==> config.mk <==
export PLATFORM = sky130hd
export DESIGN_NAME = hsmt_queue
export DESIGN_NICKNAME = d
export VERILOG_FILES = /design/src/rtl/hsmt_queue.sv
export SDC_FILE = /design/constraint.sdc
export NUM_CORES = 1
export LEC_CHECK = 0
export BUFFER_PORTS_ARGS = -buffer_cell sky130_fd_sc_hd__buf_4
export CAP_MARGIN = 10
export CORE_MARGIN = 1
export CORE_UTILIZATION = 52
export CTS_CLUSTER_DIAMETER = 50
export CTS_CLUSTER_SIZE = 14
export DETAILED_ROUTE_END_ITERATION = 8
export PLACE_DENSITY = 0.8
export SLEW_MARGIN = 20
export SYNTH_ARGS = -nofsm -noshare
export SYNTH_HDL_FRONTEND = slang
export SYNTH_SLANG_ARGS = --single-unit
==> constraint.sdc <==
create_clock -name clk_i -period 2.5 [get_ports clk_i]
set_input_delay 0.375 -clock clk_i [delete_from_list [all_inputs] [get_ports clk_i]]
set_output_delay 0.375 -clock clk_i [all_outputs]
set_load 0.05 [all_outputs]
==> src/rtl/hsmt_queue.sv <==
// Two-entry queue between the hashing front end and the table back end.
`default_nettype none

module hsmt_queue #(
  parameter int unsigned WIDTH = 8
) (
  input  logic             clk_i,
  input  logic             rst_ni,
  input  logic             push_valid_i,
  output logic             push_ready_o,
  input  logic [WIDTH-1:0] push_data_i,
  output logic             pop_valid_o,
  input  logic             pop_ready_i,
  output logic [WIDTH-1:0] pop_data_o
);

  localparam int unsigned Depth = 2;
  localparam int unsigned PtrW  = $clog2(Depth);
  localparam int unsigned CntW  = $clog2(Depth + 1);

  logic [WIDTH-1:0] mem_q [Depth];
  logic [PtrW-1:0]  wr_ptr_q, rd_ptr_q;
  logic [CntW-1:0]  cnt_q;
  logic             push, pop;

  assign push_ready_o = (cnt_q != CntW'(Depth));
  assign pop_valid_o  = (cnt_q != '0);
  assign pop_data_o   = mem_q[rd_ptr_q];
  assign push         = push_valid_i && push_ready_o;
  assign pop          = pop_valid_o && pop_ready_i;

  always_ff @(posedge clk_i or negedge rst_ni) begin
    if (!rst_ni) begin
      wr_ptr_q <= '0;
      rd_ptr_q <= '0;
      cnt_q    <= '0;
    end else begin
      if (push) begin
        wr_ptr_q <= (wr_ptr_q == PtrW'(Depth - 1)) ? '0 : wr_ptr_q + PtrW'(1);
      end
      if (pop) begin
        rd_ptr_q <= (rd_ptr_q == PtrW'(Depth - 1)) ? '0 : rd_ptr_q + PtrW'(1);
      end
      if (push && !pop) begin
        cnt_q <= cnt_q + CntW'(1);
      end else if (pop && !push) begin
        cnt_q <= cnt_q - CntW'(1);
      end
    end
  end

  always_ff @(posedge clk_i) begin
    if (push) begin
      mem_q[wr_ptr_q] <= push_data_i;
    end
  end

endmodule

`default_nettype wire

==> qor.csv <==
stage,metric,value,unit
setup_path,cp_num_buf_inv,1,
synthesis,synth.ff_latch_count,20,
synthesis,syn_inst,43,
floorplan,design.core.area,0.00135,mm2
final_layout,antenna_cells,0,
sta,fin_crit_sh,0.724,
setup_path,cpPeakStageDelay,0.57,ns
sta,timing.setup.tns,0,ns
synthesis,synth_top_area_share,0.610,
sta,setup_violations,0,
clock_network,clk_latency,0.29,ns
clock_network,clk_pin_slew,0.10,ns
sta,max_freq,553,MHz
global_routing,overflow,0,
route,via_count,414,
setup_path,crit_path_start_kind,flip-flop,
setup_path,crit_start,rd_ptr_q,
sta,hold_viol_final,0,
floorplan,start_util,0.583,
place,dpl.cell_count,78,
power_and_ir_drop,p_leak,0.413,nW
floorplan,die-height,40.9,um
setup_path,critPathCaptureType,primary output,
clock_network,h-tree-depth,1,
clock_network,cts-buffers-inserted,3,
sta,slew_headroom,0.534,
route,drcViolationCount,0,
power_and_ir_drop,pwr_density_cell,1360,mW/mm2
global_routing,grt_pass1_vias,395,
floorplan,rows,13,
clock_network,post_cts_buffers,0,
route,route.detailed.wl_per_inst,13.3,um
place,place.gp.congestion,0.714,
floorplan,ios,22,
synthesis,ys_seq_area_frac,0.738,
setup_path,critPathArrivalTime,1.43,ns
worst_hold_path,min_from,push_data_i[1],
setup_path,crit_type,flip-flop to primary output,
place,dpl.hpwl,822,um
sta,period_minus_slack,1.81,ns
synthesis,synth_area_leaders,"edfxtp_1 (61%), dfrtp_1 (13%), mux2_2 (11%), xnor2_1 (3.3%), xor2_1 (2.2%)",
final_layout,drive_gt1_frac,0.529,
clock_network,cts_tree,built,
final_layout,area_delta_synth_final,27.7,%
worst_hold_path,min_path_type,input port to flip-flop,
global_routing,grt_pass1_wl,1.63,mm
sta,fin_skew,0.00464,ns
sta,drv_slew,0,
clock_network,clockRootBuffer,clkbuf_4,
clock_network,clock_sinks,20,
setup_path,crit_required,2.12,ns
sta,worst_pin_slew,0.697,ns
synthesis,synth_fp_nets,56,
synthesis,synth_cell_types,14,
synthesis,syn_area_per_cell,18.3,um2
status,status,finished clean,
route,dr.pass1.iters,4,
setup_path,crit_fanout,9,
final_layout,finalCoreUtilization,0.744,
global_routing,grt_max_degree,12,
synthesis,synth_top_area_cell,edfxtp_1,
route,wirelength,1.11,mm
synthesis,syn_area,787,um2
setup_path,rr_startpoint,cnt_q[0],
final_layout,final_cells,83,
floorplan,fp.dieW,40.9,um
setup_path,crit_slowest_cell,dfrtp_1,
clock_network,clockBufferDepth,2,
power_and_ir_drop,vdd_ir_drop_max,0.900,mV
job,drv_cap,0,
route,final_antenna_net_count,0,
setup_path,crit_family,flip-flops,
route,drtIter0Drc,11,
synthesis,ys_warn_count,0,
clock_network,post_cts_resized,0,
sta,rsz0062_at_grt,false,
global_routing,globalRouteTotalUtil,0.162,
route,vias_per_cell,4.99,
floorplan,dieArea,0.00167,mm2
place,io_buffers,21,
final_layout,fin_nets,82,
global_routing,antenna_found_initial,0,
setup_path,path_cells,"mux2_2, buf_4",
==> synthesized netlist by cell type <==
master / number
dfrtp_1: 4
nand2_4: 1
xor2_1: 2
xnor2_1: 3
and3_1: 1
mux2_2: 8
ha_1: 1
or2_4: 1
nand2b_4: 1
edfxtp_1: 16
inv_1: 1
nor2_1: 2
buf_2: 1
nand2_1: 1
==> cell usage in the layout, fill, tap and decap left out <==
| master | count |
|---|---|
| dlygate4sd3_1 | 1 |
| nand2b_4 | 1 |
| nand2_1 | 1 |
| or2_4 | 1 |
| nor2_1 | 2 |
| xor2_1 | 2 |
| inv_1 | 1 |
| dfrtp_1 | 4 |
| nand2_4 | 1 |
| buf_4 | 21 |
| and3_1 | 1 |
| ha_1 | 1 |
| edfxtp_1 | 16 |
| clkbuf_8 | 1 |
| clkbuf_4 | 3 |
| xnor2_1 | 3 |
| mux2_2 | 8 |
==> flip-flops by register name (all words and copies together) (netlist names) <==
signal    cells
cnt_q         2
mem_q        16
rd_ptr_q      1
wr_ptr_q      1
==> metrics by stage <==
step                instance area [um2]  setup slack (ns)  hold slack, ns  power (W)
global route                       1000             0.616           0.246    0.00143
detailed placement                  958             0.910           0.176    0.00119
floorplan                           787             0.999          0.0794    0.00103
global placement                    958             0.932           0.175    0.00118
CTS                                1000             0.673           0.250    0.00137
finish                             1000             0.690           0.258    0.00136
==> cell type report <==
cell class	instances	area [um2]
Tap cell	15	18.8
Fill cell	95	345
Clock buffer	4	36.3
Timing Repair Buffer	22	168
Multi-Input combinational cell	21	198
Sequential cell	20	581
Inverter	1	3.75
==> worst paths after layout <==
path                                 endpoint  slack [ns]  depth (start not counted)
worst max register to register    mem_q[0][0]        0.88                          3
min in group asynchronous            cnt_q[0]        0.42                          2
max in group asynchronous            rd_ptr_q        1.98                          2
worst min register to register       wr_ptr_q        0.53                          1
worst min-delay path              mem_q[1][1]        0.26                          1
worst max-delay path            pop_data_o[5]        0.69                          2
==> repair_timing <==
| action | 4_1_cts | 5_1_grt |
|---|---|---|
| endpoints found under the hold margin | 4 | 0 |
| hold buffers | 1 | 0 |
| setup endpoints to repair | 0 | 0 |
==> where the power goes <==
group / switching, W / internal (W) / leakage, nW / total (W)
Clock: 0.0000895 / 0.0000888 / 0.0210 / 0.000178
Combinational: 0.000402 / 0.000246 / 0.197 / 0.000647
Sequential: 0.0000705 / 0.000466 / 0.195 / 0.000536
Total: 0.000562 / 0.000800 / 0.413 / 0.00136
==> routing by layer <==
layer	up-vias	GRT usage	wire length, um
met4	0	0.0750	14
met5	-	0	0
met2	18	0.254	524
li1	206	-	-
met1	188	0.207	501
met3	2	0.0489	66
==> kinds of logic after synthesis <==
logic type	Yosys count	synth area share
xor+xnor	5	0.0557
fa+ha+maj	1	0.0159
buf+inv	2	0.0111
flops	20	0.738
mux	8	0.114
simple gates	7	0.0652
Power figures use the tool's default switching activity.
