==> src/rtl/hsmt_pkg.sv <==
// Package of the hash set membership table: command codes, widths, hash constants.
`default_nettype none

package hsmt_pkg;

  localparam int unsigned KEY_W = 32;
  localparam int unsigned CMD_W = 2;
  localparam int unsigned CNT_W = 9;
  localparam int unsigned MUL_W = 22;

  // h = key * HASH_MUL + 78126498113, low 32 bits; the adder is the addend mod 2^32.
  localparam logic [MUL_W-1:0] HASH_MUL = 22'd2895701;
  localparam logic [KEY_W-1:0] HASH_ADD = 32'd817086785;

  typedef enum logic [CMD_W-1:0] {
    CmdInsert = 2'd0,
    CmdExists = 2'd1,
    CmdRemove = 2'd2
  } cmd_e;

endpackage

`default_nettype wire

==> src/rtl/hsmt_if.sv <==
// Valid/ready channel interfaces for commands in and results out.
`default_nettype none

interface hsmt_in_if;
  logic                                 valid;
  logic                                 ready;
  logic [hsmt_pkg::CMD_W-1:0]           command;
  logic signed [hsmt_pkg::KEY_W-1:0]    key;

  modport source (output valid, output command, output key, input ready);
  modport sink   (input valid, input command, input key, output ready);
endinterface


`default_nettype wire

==> src/rtl/hsmt_front.sv <==
// Front end: accepts commands and computes each key's bucket in a stallable pipeline.
`default_nettype none

module hsmt_front #(
  parameter int unsigned NUM_BUCKETS = 64,
  localparam int unsigned BktW = $clog2(NUM_BUCKETS)
) (
  input  logic                       clk_i,
  input  logic                       rst_ni,
  input  logic                       clr_done_i,
  hsmt_in_if.sink                    in_i,
  output logic                       push_valid_o,
  input  logic                       push_ready_i,
  output logic [hsmt_pkg::CMD_W-1:0] push_cmd_o,
  output logic [hsmt_pkg::KEY_W-1:0] push_key_o,
  output logic [BktW-1:0]            push_bucket_o
);

  // mul, add, abs, reciprocal mul, remainder, final correction
  localparam int unsigned Stages = 6;
  localparam int unsigned RemW   = $clog2(2 * NUM_BUCKETS);
  localparam logic [31:0] Recip  = 32'((64'd1 << 32) / NUM_BUCKETS);
  localparam logic [RemW-1:0] NbRem = RemW'(NUM_BUCKETS);

  logic                       advance;
  logic                       accept;
  logic [hsmt_pkg::KEY_W-1:0] key_u;
  logic [hsmt_pkg::KEY_W+hsmt_pkg::MUL_W-1:0] prod_full;
  logic [31:0]                mag_d;
  logic [63:0]                quo_full;
  logic [2*RemW-1:0]          qn_full;
  logic [RemW-1:0]            rem_d;
  logic [BktW-1:0]            bkt_d;

  logic [Stages-1:0]          v_q;
  logic [hsmt_pkg::CMD_W-1:0] cmd_q [Stages];
  logic [hsmt_pkg::KEY_W-1:0] key_q [Stages];
  logic [31:0]                prod_q, hash_q, mag_q, quo_q;
  logic [RemW-1:0]            mlo_q, rem_q;
  logic [BktW-1:0]            bkt_q;

  assign advance    = !v_q[Stages-1] || push_ready_i;
  assign in_i.ready = advance && clr_done_i;
  assign accept     = in_i.valid && in_i.ready;
  assign key_u      = $unsigned(in_i.key);

  always_comb begin
    prod_full = key_u * hsmt_pkg::HASH_MUL;
    // two's complement magnitude; the most negative hash maps to 2^31
    mag_d     = hash_q[31] ? (~hash_q + 32'd1) : hash_q;
    // quotient estimate is low by at most one, so the remainder stays below 2N
    quo_full  = mag_q * Recip;
    qn_full   = quo_q[RemW-1:0] * NbRem;
    rem_d     = mlo_q - qn_full[RemW-1:0];
    bkt_d     = (rem_q >= NbRem) ? BktW'(rem_q - NbRem) : BktW'(rem_q);
  end

  always_ff @(posedge clk_i or negedge rst_ni) begin
    if (!rst_ni) begin
      v_q <= '0;
    end else if (advance) begin
      v_q <= {v_q[Stages-2:0], accept};
    end
  end

  always_ff @(posedge clk_i) begin
    if (advance) begin
      cmd_q[0] <= in_i.command;
      key_q[0] <= key_u;
      for (int i = 1; i < Stages; i++) begin
        cmd_q[i] <= cmd_q[i-1];
        key_q[i] <= key_q[i-1];
      end
      prod_q <= prod_full[31:0];
      hash_q <= prod_q + hsmt_pkg::HASH_ADD;
      mag_q  <= mag_d;
      quo_q  <= quo_full[63:32];
      mlo_q  <= mag_q[RemW-1:0];
      rem_q  <= rem_d;
      bkt_q  <= bkt_d;
    end
  end

  assign push_valid_o  = v_q[Stages-1];
  assign push_cmd_o    = cmd_q[Stages-1];
  assign push_key_o    = key_q[Stages-1];
  assign push_bucket_o = bkt_q;

endmodule

`default_nettype wire

==> src/flat_wrapper.sv <==
// flat-port wrapper written by rule: the top's interface ports become plain ports
module hsmt_front_flat 
#(
  parameter int unsigned NUM_BUCKETS = 64,
  localparam int unsigned BktW = $clog2(NUM_BUCKETS)
)
  (clk_i, rst_ni, clr_done_i, push_valid_o, push_ready_i, push_cmd_o, push_key_o, push_bucket_o, in_i_valid, in_i_command, in_i_key, in_i_ready);
  hsmt_in_if in_i_i ();
  input  logic clk_i;
  input  logic rst_ni;
  input  logic clr_done_i;
  output logic push_valid_o;
  input  logic push_ready_i;
  output logic [hsmt_pkg::CMD_W-1:0] push_cmd_o;
  output logic [hsmt_pkg::KEY_W-1:0] push_key_o;
  output logic [BktW-1:0] push_bucket_o;
  input wire logic [$bits(in_i_i.valid)-1:0] in_i_valid;
  input wire logic [$bits(in_i_i.command)-1:0] in_i_command;
  input wire logic [$bits(in_i_i.key)-1:0] in_i_key;
  output wire logic [$bits(in_i_i.ready)-1:0] in_i_ready;
  assign in_i_i.valid = in_i_valid;
  assign in_i_i.command = in_i_command;
  assign in_i_i.key = in_i_key;
  assign in_i_ready = in_i_i.ready;
  hsmt_front #(.NUM_BUCKETS(NUM_BUCKETS)) u_core (.clk_i(clk_i), .rst_ni(rst_ni), .clr_done_i(clr_done_i), .in_i(in_i_i), .push_valid_o(push_valid_o), .push_ready_i(push_ready_i), .push_cmd_o(push_cmd_o), .push_key_o(push_key_o), .push_bucket_o(push_bucket_o));
endmodule
==> config.mk <==
export PLATFORM = sky130hd
export DESIGN_NAME = hsmt_front_flat
export DESIGN_NICKNAME = d
export VERILOG_FILES = /design/src/rtl/hsmt_pkg.sv /design/src/rtl/hsmt_if.sv /design/src/rtl/hsmt_front.sv /design/src/flat_wrapper.sv
export SDC_FILE = /design/constraint.sdc
export NUM_CORES = 1
export LEC_CHECK = 0
export ABC_AREA = 1
export BUFFER_PORTS_ARGS = -buffer_cell sky130_fd_sc_hd__buf_2
export CAP_MARGIN = 20
export CORE_MARGIN = 3
export CORE_UTILIZATION = 63
export CTS_CLUSTER_DIAMETER = 100
export DETAILED_ROUTE_END_ITERATION = 16
export PLACE_DENSITY = 0.8
export SYNTH_ARGS = -nofsm -noshare
export SYNTH_HDL_FRONTEND = slang
export SYNTH_SLANG_ARGS = --single-unit
==> constraint.sdc <==
create_clock -name clk_i -period 7.35 [get_ports clk_i]
set_input_delay 0.3675 -clock clk_i [delete_from_list [all_inputs] [get_ports clk_i]]
set_output_delay 0.3675 -clock clk_i [all_outputs]
set_load 0.05 [all_outputs]
==> flow_summary.json, run 1 <==
{
  "yosysMostFrequentCell": "inv_1",
  "path_class": "in -> reg",
  "drtPass1Iterations": 5,
  "start_util": 0.6467,
  "synth-seq-cells": 271,
  "synth_area_leader_cell": "edfxtp_1",
  "maxSlewHeadroom": 0.3911,
  "hold_viol_final": 0,
  "wl_per_cell_microns": 18.41,
  "root_buffer": "clkbuf_16",
  "overflow": 0,
  "max_freq_mhz": 183.8,
  "syn_avg_cell_area_sq_um": 13.00,
  "period_needed_ps": 5441,
  "synth_common_cells": "343 x inv_1, 265 x edfxtp_1, 178 x fa_1",
  "crit_slowest_cell": "fa_1",
  "yosysWarningCount": 0,
  "seq_area_frac_synth": 0.4922,
  "numCtsBuffers": 27,
  "cts_tree": "yes",
  "first_iter_violations": 645,
  "finClkSkew_ps": 10.56,
  "synth_flop_cell": "edfxtp_1",
  "synth.top_cell.area_share": 0.4831,
  "grt_pass1_wl_mm": 51.63,
  "place_congestion": 0.9501,
  "outcome": "finished, final reports clean",
  "io_buffers": 80,
  "arrival_ps": 5710,
  "netlist_area_sq_um": 16470,
  "core_area_sq_um": 25470,
  "report.final.slew_viol_count": 0,
  "cts_resized": 0,
  "cts_setup_buffers": 0,
  "ys_async_sr_fraction": 0.02214,
  "synth_area_leaders": "edfxtp_1 48%, fa_1 22%, ha_1 10%",
  "clk_pin_slew_worst_paths_ps": 60,
  "drive_above_1_share": 0.1072,
  "clock_path_buffers": 3,
  "synth_cell_types": 40,
  "area_growth_pct": 10.37,
  "die_area_sq_um": 28120,
  "track_usage": 0.2382,
  "dp_hpwl_mm": 25.67,
  "worstSetupStartpointType": "input port",
  "synth_edf_count": 265,
  "htree_num_levels": 1,
  "synth_nets": 1621,
  "io_pins": 81,
  "drc": 0,
  "rows": 58,
  "die_h_microns": 167.7,
  "vias": 9012,
  "tightest_slew_ps": 913.3,
  "grt_pass1_vias": 9794,
  "synthCells": 1267,
  "end_kind": "register",
  "routed_wl_mm": 31.84,
  "clock_latency_ps": 530,
  "setup_viol": 0,
  "fin_crit_sh": 0.7403,
  "cts_sinks": 271,
  "num-nets-final": 1733,
  "crit_buf_inv": 7,
  "max_cap_violations": 0,
  "grt_max_degree": 118,
  "cp_slowest_stage_delay_ps": 550,
  "crit_fanout": 7,
  "crit_family": "adder cells",
  "antenna_found_initial": 1,
  "finalSetupTns_ps": 0,
  "cp_data_required_time_ps": 7620,
  "cp_cell_sequence": "buf_2, ha_1, fa_1, inv_1, fa_1, inv_1, fa_1, inv_1, fa_1, inv_1, fa_1, inv_1, fa_1, inv_1, ha_1, nand2_1, nand2_1, a31oi_2, nand3_2, a21boi_2, o21bai_2, xor2_1",
  "viasPerCell": 5.212,
  "die_x_microns": 167.7,
  "hp-class": "in -> reg",
  "ant_nets": 0,
  "rsz0062_at_grt": "no",
  "n_antenna_cell": 0
}
[metrics by stage]
step / worst slack [ps] / instances / utilization / hold WS [ps] / cell area, sq um
global placement: 1457 / 1679 / 0.6795 / 195.6 / 17310
detailed placement: 1383 / 1679 / 0.6795 / 198.1 / 17310
global route: 1629 / 1729 / 0.7137 / 21.10 / 18180
finish: 1909 / 1729 / 0.7137 / 34.28 / 18180
floorplan: 788.0 / 1267 / - / 71.91 / 16470
CTS: 1926 / 1729 / 0.7137 / 21.25 / 18180
[cells in the final DEF, fill, tap and decap left out, types with 3 or more instances in the layout]
master / Yosys / final
inv_1: 343 / 342
edfxtp_1: 265 / 265
fa_1: 178 / 178
ha_1: 137 / 137
nand2_1: 127 / 127
buf_2: 0 / 80
nand3_1: 31 / 31
a21oi_1: 30 / 30
nor2_1: 28 / 28
clkbuf_16: 0 / 27
o21ai_0: 21 / 21
xor2_1: 20 / 20
xnor2_1: 15 / 15
clkbuf_1: 0 / 7
nand3_2: 6 / 6
nand4_1: 6 / 6
dfrtp_1: 6 / 6
nand2_2: 5 / 5
o21bai_1: 5 / 5
nor3_1: 5 / 5
clkinv_2: 0 / 4
clkinv_1: 0 / 4
nor2_4: 3 / 3
nor2_2: 3 / 3
a21o_1: 3 / 3
bufinv_16: 0 / 3
[worst paths after layout]
check,startpoint,endpoint,slack (ps),cells after the start
max reg2reg,u_core.v_q[5]$_DFFE_PN0N_,u_core.key_q[4][15]$_DFFE_PN_,4850,4
min reg2reg,u_core.key_q[2][7]$_DFFE_PN_,u_core.key_q[3][7]$_DFFE_PN_,410,0
max,in_i_key[8],u_core.prod_q[21]$_DFFE_PN_,1910,22
min in group asynchronous,rst_ni,u_core.v_q[4]$_DFFE_PN0N_,190,2
min,in_i_command[0],u_core.cmd_q[0][0]$_DFFE_PN_,30,1
max in group asynchronous,rst_ni,u_core.v_q[1]$_DFFE_PN0N_,7010,2
[cell families after synthesis]
group | count (synthesis) | synth area share
fa+ha+maj | 315 | 0.3204
xor+xnor | 36 | 0.01960
simple gates | 223 | 0.06092
buf+inv | 345 | 0.07862
compound gates | 77 | 0.02826
flops | 271 | 0.4922
[layout make-up]
| cell class | count | area [sq um] |
|---|---|---|
| flip-flops and latches | 271 | 8108 |
| fillers | 1820 | 7292 |
| multi-input cells | 651 | 7069 |
| inverters | 345 | 1303 |
| clock buffers | 34 | 701.9 |
| repair buffers | 83 | 425.4 |
| well taps | 330 | 412.9 |
| clock inverters | 15 | 160.2 |
[state kept, by name, indices dropped and copies added, names as in the netlist]
name and count:
u_core.key_q 190, u_core.prod_q 32, u_core.cmd_q 12, u_core.hash_q 7, u_core.mag_q 6, u_core.mlo_q 6
u_core.push_bucket_o 6, u_core.rem_q 6, u_core.v_q 6
[what timing repair did]
action	4_1_cts	5_1_grt
setup endpoints to repair	0	0
hold buffers	1	0
endpoints found under the hold margin	6	0
[metal layers]
metal | GRT usage | wire length (microns)
met5 | 0 | 0
met4 | 0.06368 | 908
met3 | 0.03990 | 1815
met2 | 0.3896 | 15060
met1 | 0.3398 | 14050
Power of run 1 is not shown: default switching activity piles up to over one toggle a cycle in this logic, so the estimate is an artifact.
==> run 2: changes to the inputs <==
==> constraint.sdc (replaced) <==
create_clock -name clk_i -period 5.24 [get_ports clk_i]
set_input_delay 0.262 -clock clk_i [delete_from_list [all_inputs] [get_ports clk_i]]
set_output_delay 0.262 -clock clk_i [all_outputs]
set_load 0.05 [all_outputs]
==> run 2 against run 1 <==
Net effect:
- largest cell class unchanged
- hold slack improved by 15 ps
- die area did not move
- sequential share of layout area fell by 3.8 points
- critical path depth fell by 2
==> flow_summary.json, run 2 (synthesis results as in run 1) <==
{
  "rows": 58,
  "report.final.slew_viol_count": 0,
  "worstSetupStartpointType": "input port",
  "finClkSkew_ps": 16.19,
  "crit_fanout": 4,
  "arrival_ps": 5400,
  "finalSetupTns_ps": 0,
  "end_kind": "register",
  "drc": 0,
  "top_register": "u_core.key_q",
  "clk_pin_slew_worst_paths_ps": 60,
  "io_buffers": 80,
  "period_needed_ps": 5129,
  "track_usage": 0.2484,
  "io_pins": 81,
  "cts_tree": "yes",
  "tightest_slew_ps": 908.1,
  "largestRegisters": "u_core.key_q (190), u_core.prod_q (32), u_core.cmd_q (12)",
  "maxSlewHeadroom": 0.3946,
  "htree_num_levels": 1,
  "first_iter_violations": 696,
  "start_util": 0.6467,
  "vias": 9890,
  "drtPass1Iterations": 5,
  "core_area_sq_um": 25470,
  "antenna_found_initial": 1,
  "die_area_sq_um": 28120,
  "cp_data_required_time_ps": 5510,
  "max_freq_mhz": 195.0,
  "outcome": "finished, final reports clean",
  "clock_latency_ps": 530,
  "largest_register_ffs": 190,
  "die_x_microns": 167.7,
  "die_h_microns": 167.7,
  "grt_pass1_vias": 10560,
  "n_antenna_cell": 0,
  "place_congestion": 0.9389,
  "rsz0062_at_grt": "yes",
  "root_buffer": "clkbuf_16",
  "n_fill_cell": 1575,
  "numCtsBuffers": 27,
  "grt_max_degree": 127,
  "hold_viol_final": 0,
  "routed_wl_mm": 34.02,
  "wl_per_cell_microns": 17.77,
  "register_area_sq_um": 8109,
  "overflow": 0,
  "path_class": "in -> reg",
  "final_common_cell": "inv_1",
  "utilization": 0.7805,
  "clock_path_buffers": 3,
  "max_cap_violations": 0,
  "grt_pass1_wl_mm": 54.00,
  "viasPerCell": 5.164,
  "fin_crit_sh": 0.9789,
  "multiInputGateArea_sq_um": 7335,
  "drive_above_1_share": 0.2309,
  "area_growth_pct": 20.69,
  "cts_sinks": 271,
  "hp-class": "in -> reg",
  "final_cell_mix": "342 x inv_1, 265 x edfxtp_1, 177 x buf_4",
  "dp_hpwl_mm": 26.71,
  "setup_viol": 0,
  "num-nets-final": 1919,
  "ant_nets": 0
}
[run 2: layout make-up]
cell class | instances | area share
multi-input combinational | 651 | 0.3689
inverter | 345 | 0.06533
timing repair buffer | 269 | 0.09441
clock buffer | 29 | 0.03436
sequential | 271 | 0.4079
clock inverter | 20 | 0.008308
tap | 330 | 0.02077
[run 2: timing repair]
| item | 4_1_cts | 5_1_grt |
|---|---|---|
| setup endpoints to repair | 2 | 13 |
| hold buffers | 12 | 0 |
| buffers inserted | 0 | 8 |
| pin swaps | 1 | 17 |
| gates resized for setup | 2 | 45 |
| hold endpoints to repair | 17 | 0 |
| gates cloned | 0 | 0 |
[run 2: per-stage QoR]
stage | instances | setup slack, ps | hold WS, ps | area (sq um)
after detailed placement | 1846 | -642.5 | 91.07 | 18600
final | 1915 | 110.5 | 49.07 | 19880
after floorplan | 1267 | 12.03 | -33.59 | 16510
after global routing | 1915 | -14.35 | 38.86 | 19880
after global placement | 1846 | -505.8 | 87.29 | 18600
after CTS | 1907 | 19.68 | 35.73 | 19580
[run 2: worst max-delay path, stage by stage]
cell	delay [ps]
buf_2	140
ha_1	250
fa_1	540
inv_1	50
fa_1	530
inv_1	50
fa_1	510
fa_1	440
fa_1	570
inv_1	70
fa_1	570
inv_1	80
ha_4	260
a21oi_2	190
o21ai_1	130
a21oi_2	220
buf_4	150
nand3_2	90
buf_4	140
xor2_1	140
[run 2: final timing paths]
kind	cells after the start	endpoint	start	slack, ps
worst min-delay path	4	u_core.v_q[4]$_DFFE_PN0N_	push_ready_i	50
worst min register to register	0	u_core.key_q[4][23]$_DFFE_PN_	u_core.key_q[3][23]$_DFFE_PN_	410
max in group asynchronous	2	u_core.v_q[5]$_DFFE_PN0N_	rst_ni	4980
min in group asynchronous	2	u_core.v_q[4]$_DFFE_PN0N_	rst_ni	90
worst max-delay path	20	u_core.prod_q[23]$_DFFE_PN_	in_i_key[9]	110
worst max register to register	4	u_core.key_q[0][21]$_DFFE_PN_	u_core.v_q[5]$_DFFE_PN0N_	3450
[run 2: metal layers]
layer	up-vias	routed length, microns	share of wire	GRT usage
li1	4658	-	-	-
met4	0	881	0.026	0.06403
met5	-	0	0	0
met2	274	17000	0.50	0.4227
met1	4903	14240	0.42	0.3393
met3	55	1904	0.056	0.04202
Power of run 2 is left out for the same reason.
==> run 3: changes to the inputs <==
--- a/config.mk
+++ b/config.mk
@@ -10,8 +10,9 @@
 export CAP_MARGIN = 20
 export CORE_MARGIN = 3
 export CORE_UTILIZATION = 63
-export CTS_CLUSTER_DIAMETER = 100
+export CTS_CLUSTER_DIAMETER = 30
 export DETAILED_ROUTE_END_ITERATION = 16
+export MAX_ROUTING_LAYER = met4
 export PLACE_DENSITY = 0.8
 export SYNTH_ARGS = -nofsm -noshare
 export SYNTH_HDL_FRONTEND = slang
==> run 3 against run 2 <==
Net effect:
- maximum frequency is 0.17% lower
- critical path depth fell by 2
- count of clock-buffer cells in the layout increased by 20
- sequential share of layout area is 0.86 points lower
- highest routed layer unchanged
- first-iteration DRC count up 5.5%
- critical path type unchanged
- die area stayed put
- cell area rose by 2.2%
==> flow_summary.json, run 3 (synthesis results as in run 1) <==
{
  "rows": 58,
  "report.final.slew_viol_count": 0,
  "clock_latency_ps": 530,
  "path_class": "in -> reg",
  "cp_data_required_time_ps": 5520,
  "numCtsBuffers": 42,
  "top_register": "u_core.key_q",
  "area_growth_pct": 23.30,
  "routed_wl_mm": 35.89,
  "largest_register_ffs": 190,
  "die_area_sq_um": 28120,
  "first_iter_violations": 734,
  "crit_slowest_cell": "fa_1",
  "vias": 10050,
  "cts_tree": "yes",
  "io_pins": 81,
  "core_area_sq_um": 25470,
  "drtPass1Iterations": 5,
  "utilization": 0.7973,
  "clock_path_buffers": 3,
  "n_antenna_cell": 0,
  "max_freq_mhz": 194.6,
  "dp_hpwl_mm": 27.44,
  "drive_above_1_share": 0.2325,
  "ant_nets": 0,
  "arrival_ps": 5420,
  "crit_buf_inv": 4,
  "maxSlewHeadroom": 0.5393,
  "final_common_cell": "inv_1",
  "fin_crit_sh": 0.9806,
  "cts_sinks": 271,
  "final_cell_mix": "342 x inv_1, 265 x edfxtp_1, 178 x fa_1",
  "rsz0062_at_grt": "yes",
  "track_usage": 0.2729,
  "crit_fanout": 4,
  "path_common_cell": "fa_1",
  "setup_viol": 0,
  "die_h_microns": 167.7,
  "wl_per_cell_microns": 18.56,
  "cp_slowest_stage_delay_ps": 610,
  "place_congestion": 0.9526,
  "io_buffers": 80,
  "htree_num_levels": 2,
  "overflow": 0,
  "die_x_microns": 167.7,
  "start_util": 0.6467,
  "clk_pin_slew_worst_paths_ps": 60,
  "viasPerCell": 5.194,
  "outcome": "finished, final reports clean",
  "hp-class": "in -> reg",
  "root_buffer": "clkbuf_16",
  "num-nets-final": 1926,
  "tightest_slew_ps": 691.0,
  "design_area_sq_um": 20310,
  "finalSetupTns_ps": 0,
  "crit_family": "adder cells",
  "grt_pass1_vias": 11020,
  "finClkSkew_ps": 25.99,
  "cp_cell_sequence": "buf_2, buf_4, ha_1, fa_1, ha_1, fa_1, fa_1, fa_1, inv_1, fa_1, inv_1, ha_1, a21oi_1, o21ai_0, a21oi_1, or2_1, nand3_1, xor2_1",
  "grt_pass1_wl_mm": 57.15,
  "max_cap_violations": 0,
  "period_needed_ps": 5138,
  "grt_max_degree": 138,
  "drc": 0,
  "antenna_found_initial": 0,
  "worstSetupStartpointType": "input port",
  "end_kind": "register",
  "hold_viol_final": 0,
  "placed_area_sq_um": 18620,
  "largestRegisters": "u_core.key_q (190), u_core.prod_q (32), u_core.cmd_q (12)"
}
==> run 3: final cells by class <==
cell class	count	area [sq um]
clock buffer	49	1097
clock inverter	27	309.0
fill	1470	5162
inverter	345	1299
multi-input combinational	651	7266
sequential	271	8109
tap	330	412.9
timing repair buffer	261	1817
==> run 3: what timing repair did <==
| action | CTS | global route |
|---|---|---|
| hold buffers | 11 | 0 |
| resized for setup | 3 | 29 |
| pin swaps | 0 | 9 |
| setup buffers | 0 | 1 |
| gates cloned | 0 | 0 |
| endpoints found under the hold margin | 16 | 0 |
| setup endpoints to repair | 1 | 11 |
==> run 3: routing by layer <==
metal | track usage | vias to the layer above | part of all wire
met5 | - | - | 0
met4 | 0.08111 | 0 | 0.031
met3 | 0.03541 | 69 | 0.046
met2 | 0.4524 | 270 | 0.50
met1 | 0.3606 | 5015 | 0.42
li1 | - | 4691 | -
==> run 3: final timing paths <==
path	from	endpoint	slack (ps)	cells after the start
max in group asynchronous	rst_ni	u_core.v_q[5]$_DFFE_PN0N_	4980	2
worst max register to register	u_core.v_q[5]$_DFFE_PN0N_	u_core.key_q[1][8]$_DFFE_PN_	3020	4
worst max-delay path	in_i_key[10]	u_core.prod_q[30]$_DFFE_PN_	100	18
worst min-delay path	in_i_key[26]	u_core.key_q[0][26]$_DFFE_PN_	40	2
worst min register to register	u_core.key_q[3][8]$_DFFE_PN_	u_core.key_q[4][8]$_DFFE_PN_	390	0
min in group asynchronous	rst_ni	u_core.v_q[3]$_DFFE_PN0N_	100	2
==> run 3: per-stage QoR <==
stage | std cells | hold slack [ps] | setup slack, ps
floorplan | 1267 | -33.59 | 12.03
global placement | 1846 | 87.88 | -462.3
detailed placement | 1846 | 89.77 | -513.1
CTS | 1933 | 19.18 | 56.59
global route | 1934 | 22.98 | -45.28
finish | 1934 | 38.42 | 101.8
Power of run 3 is left out for the same reason.
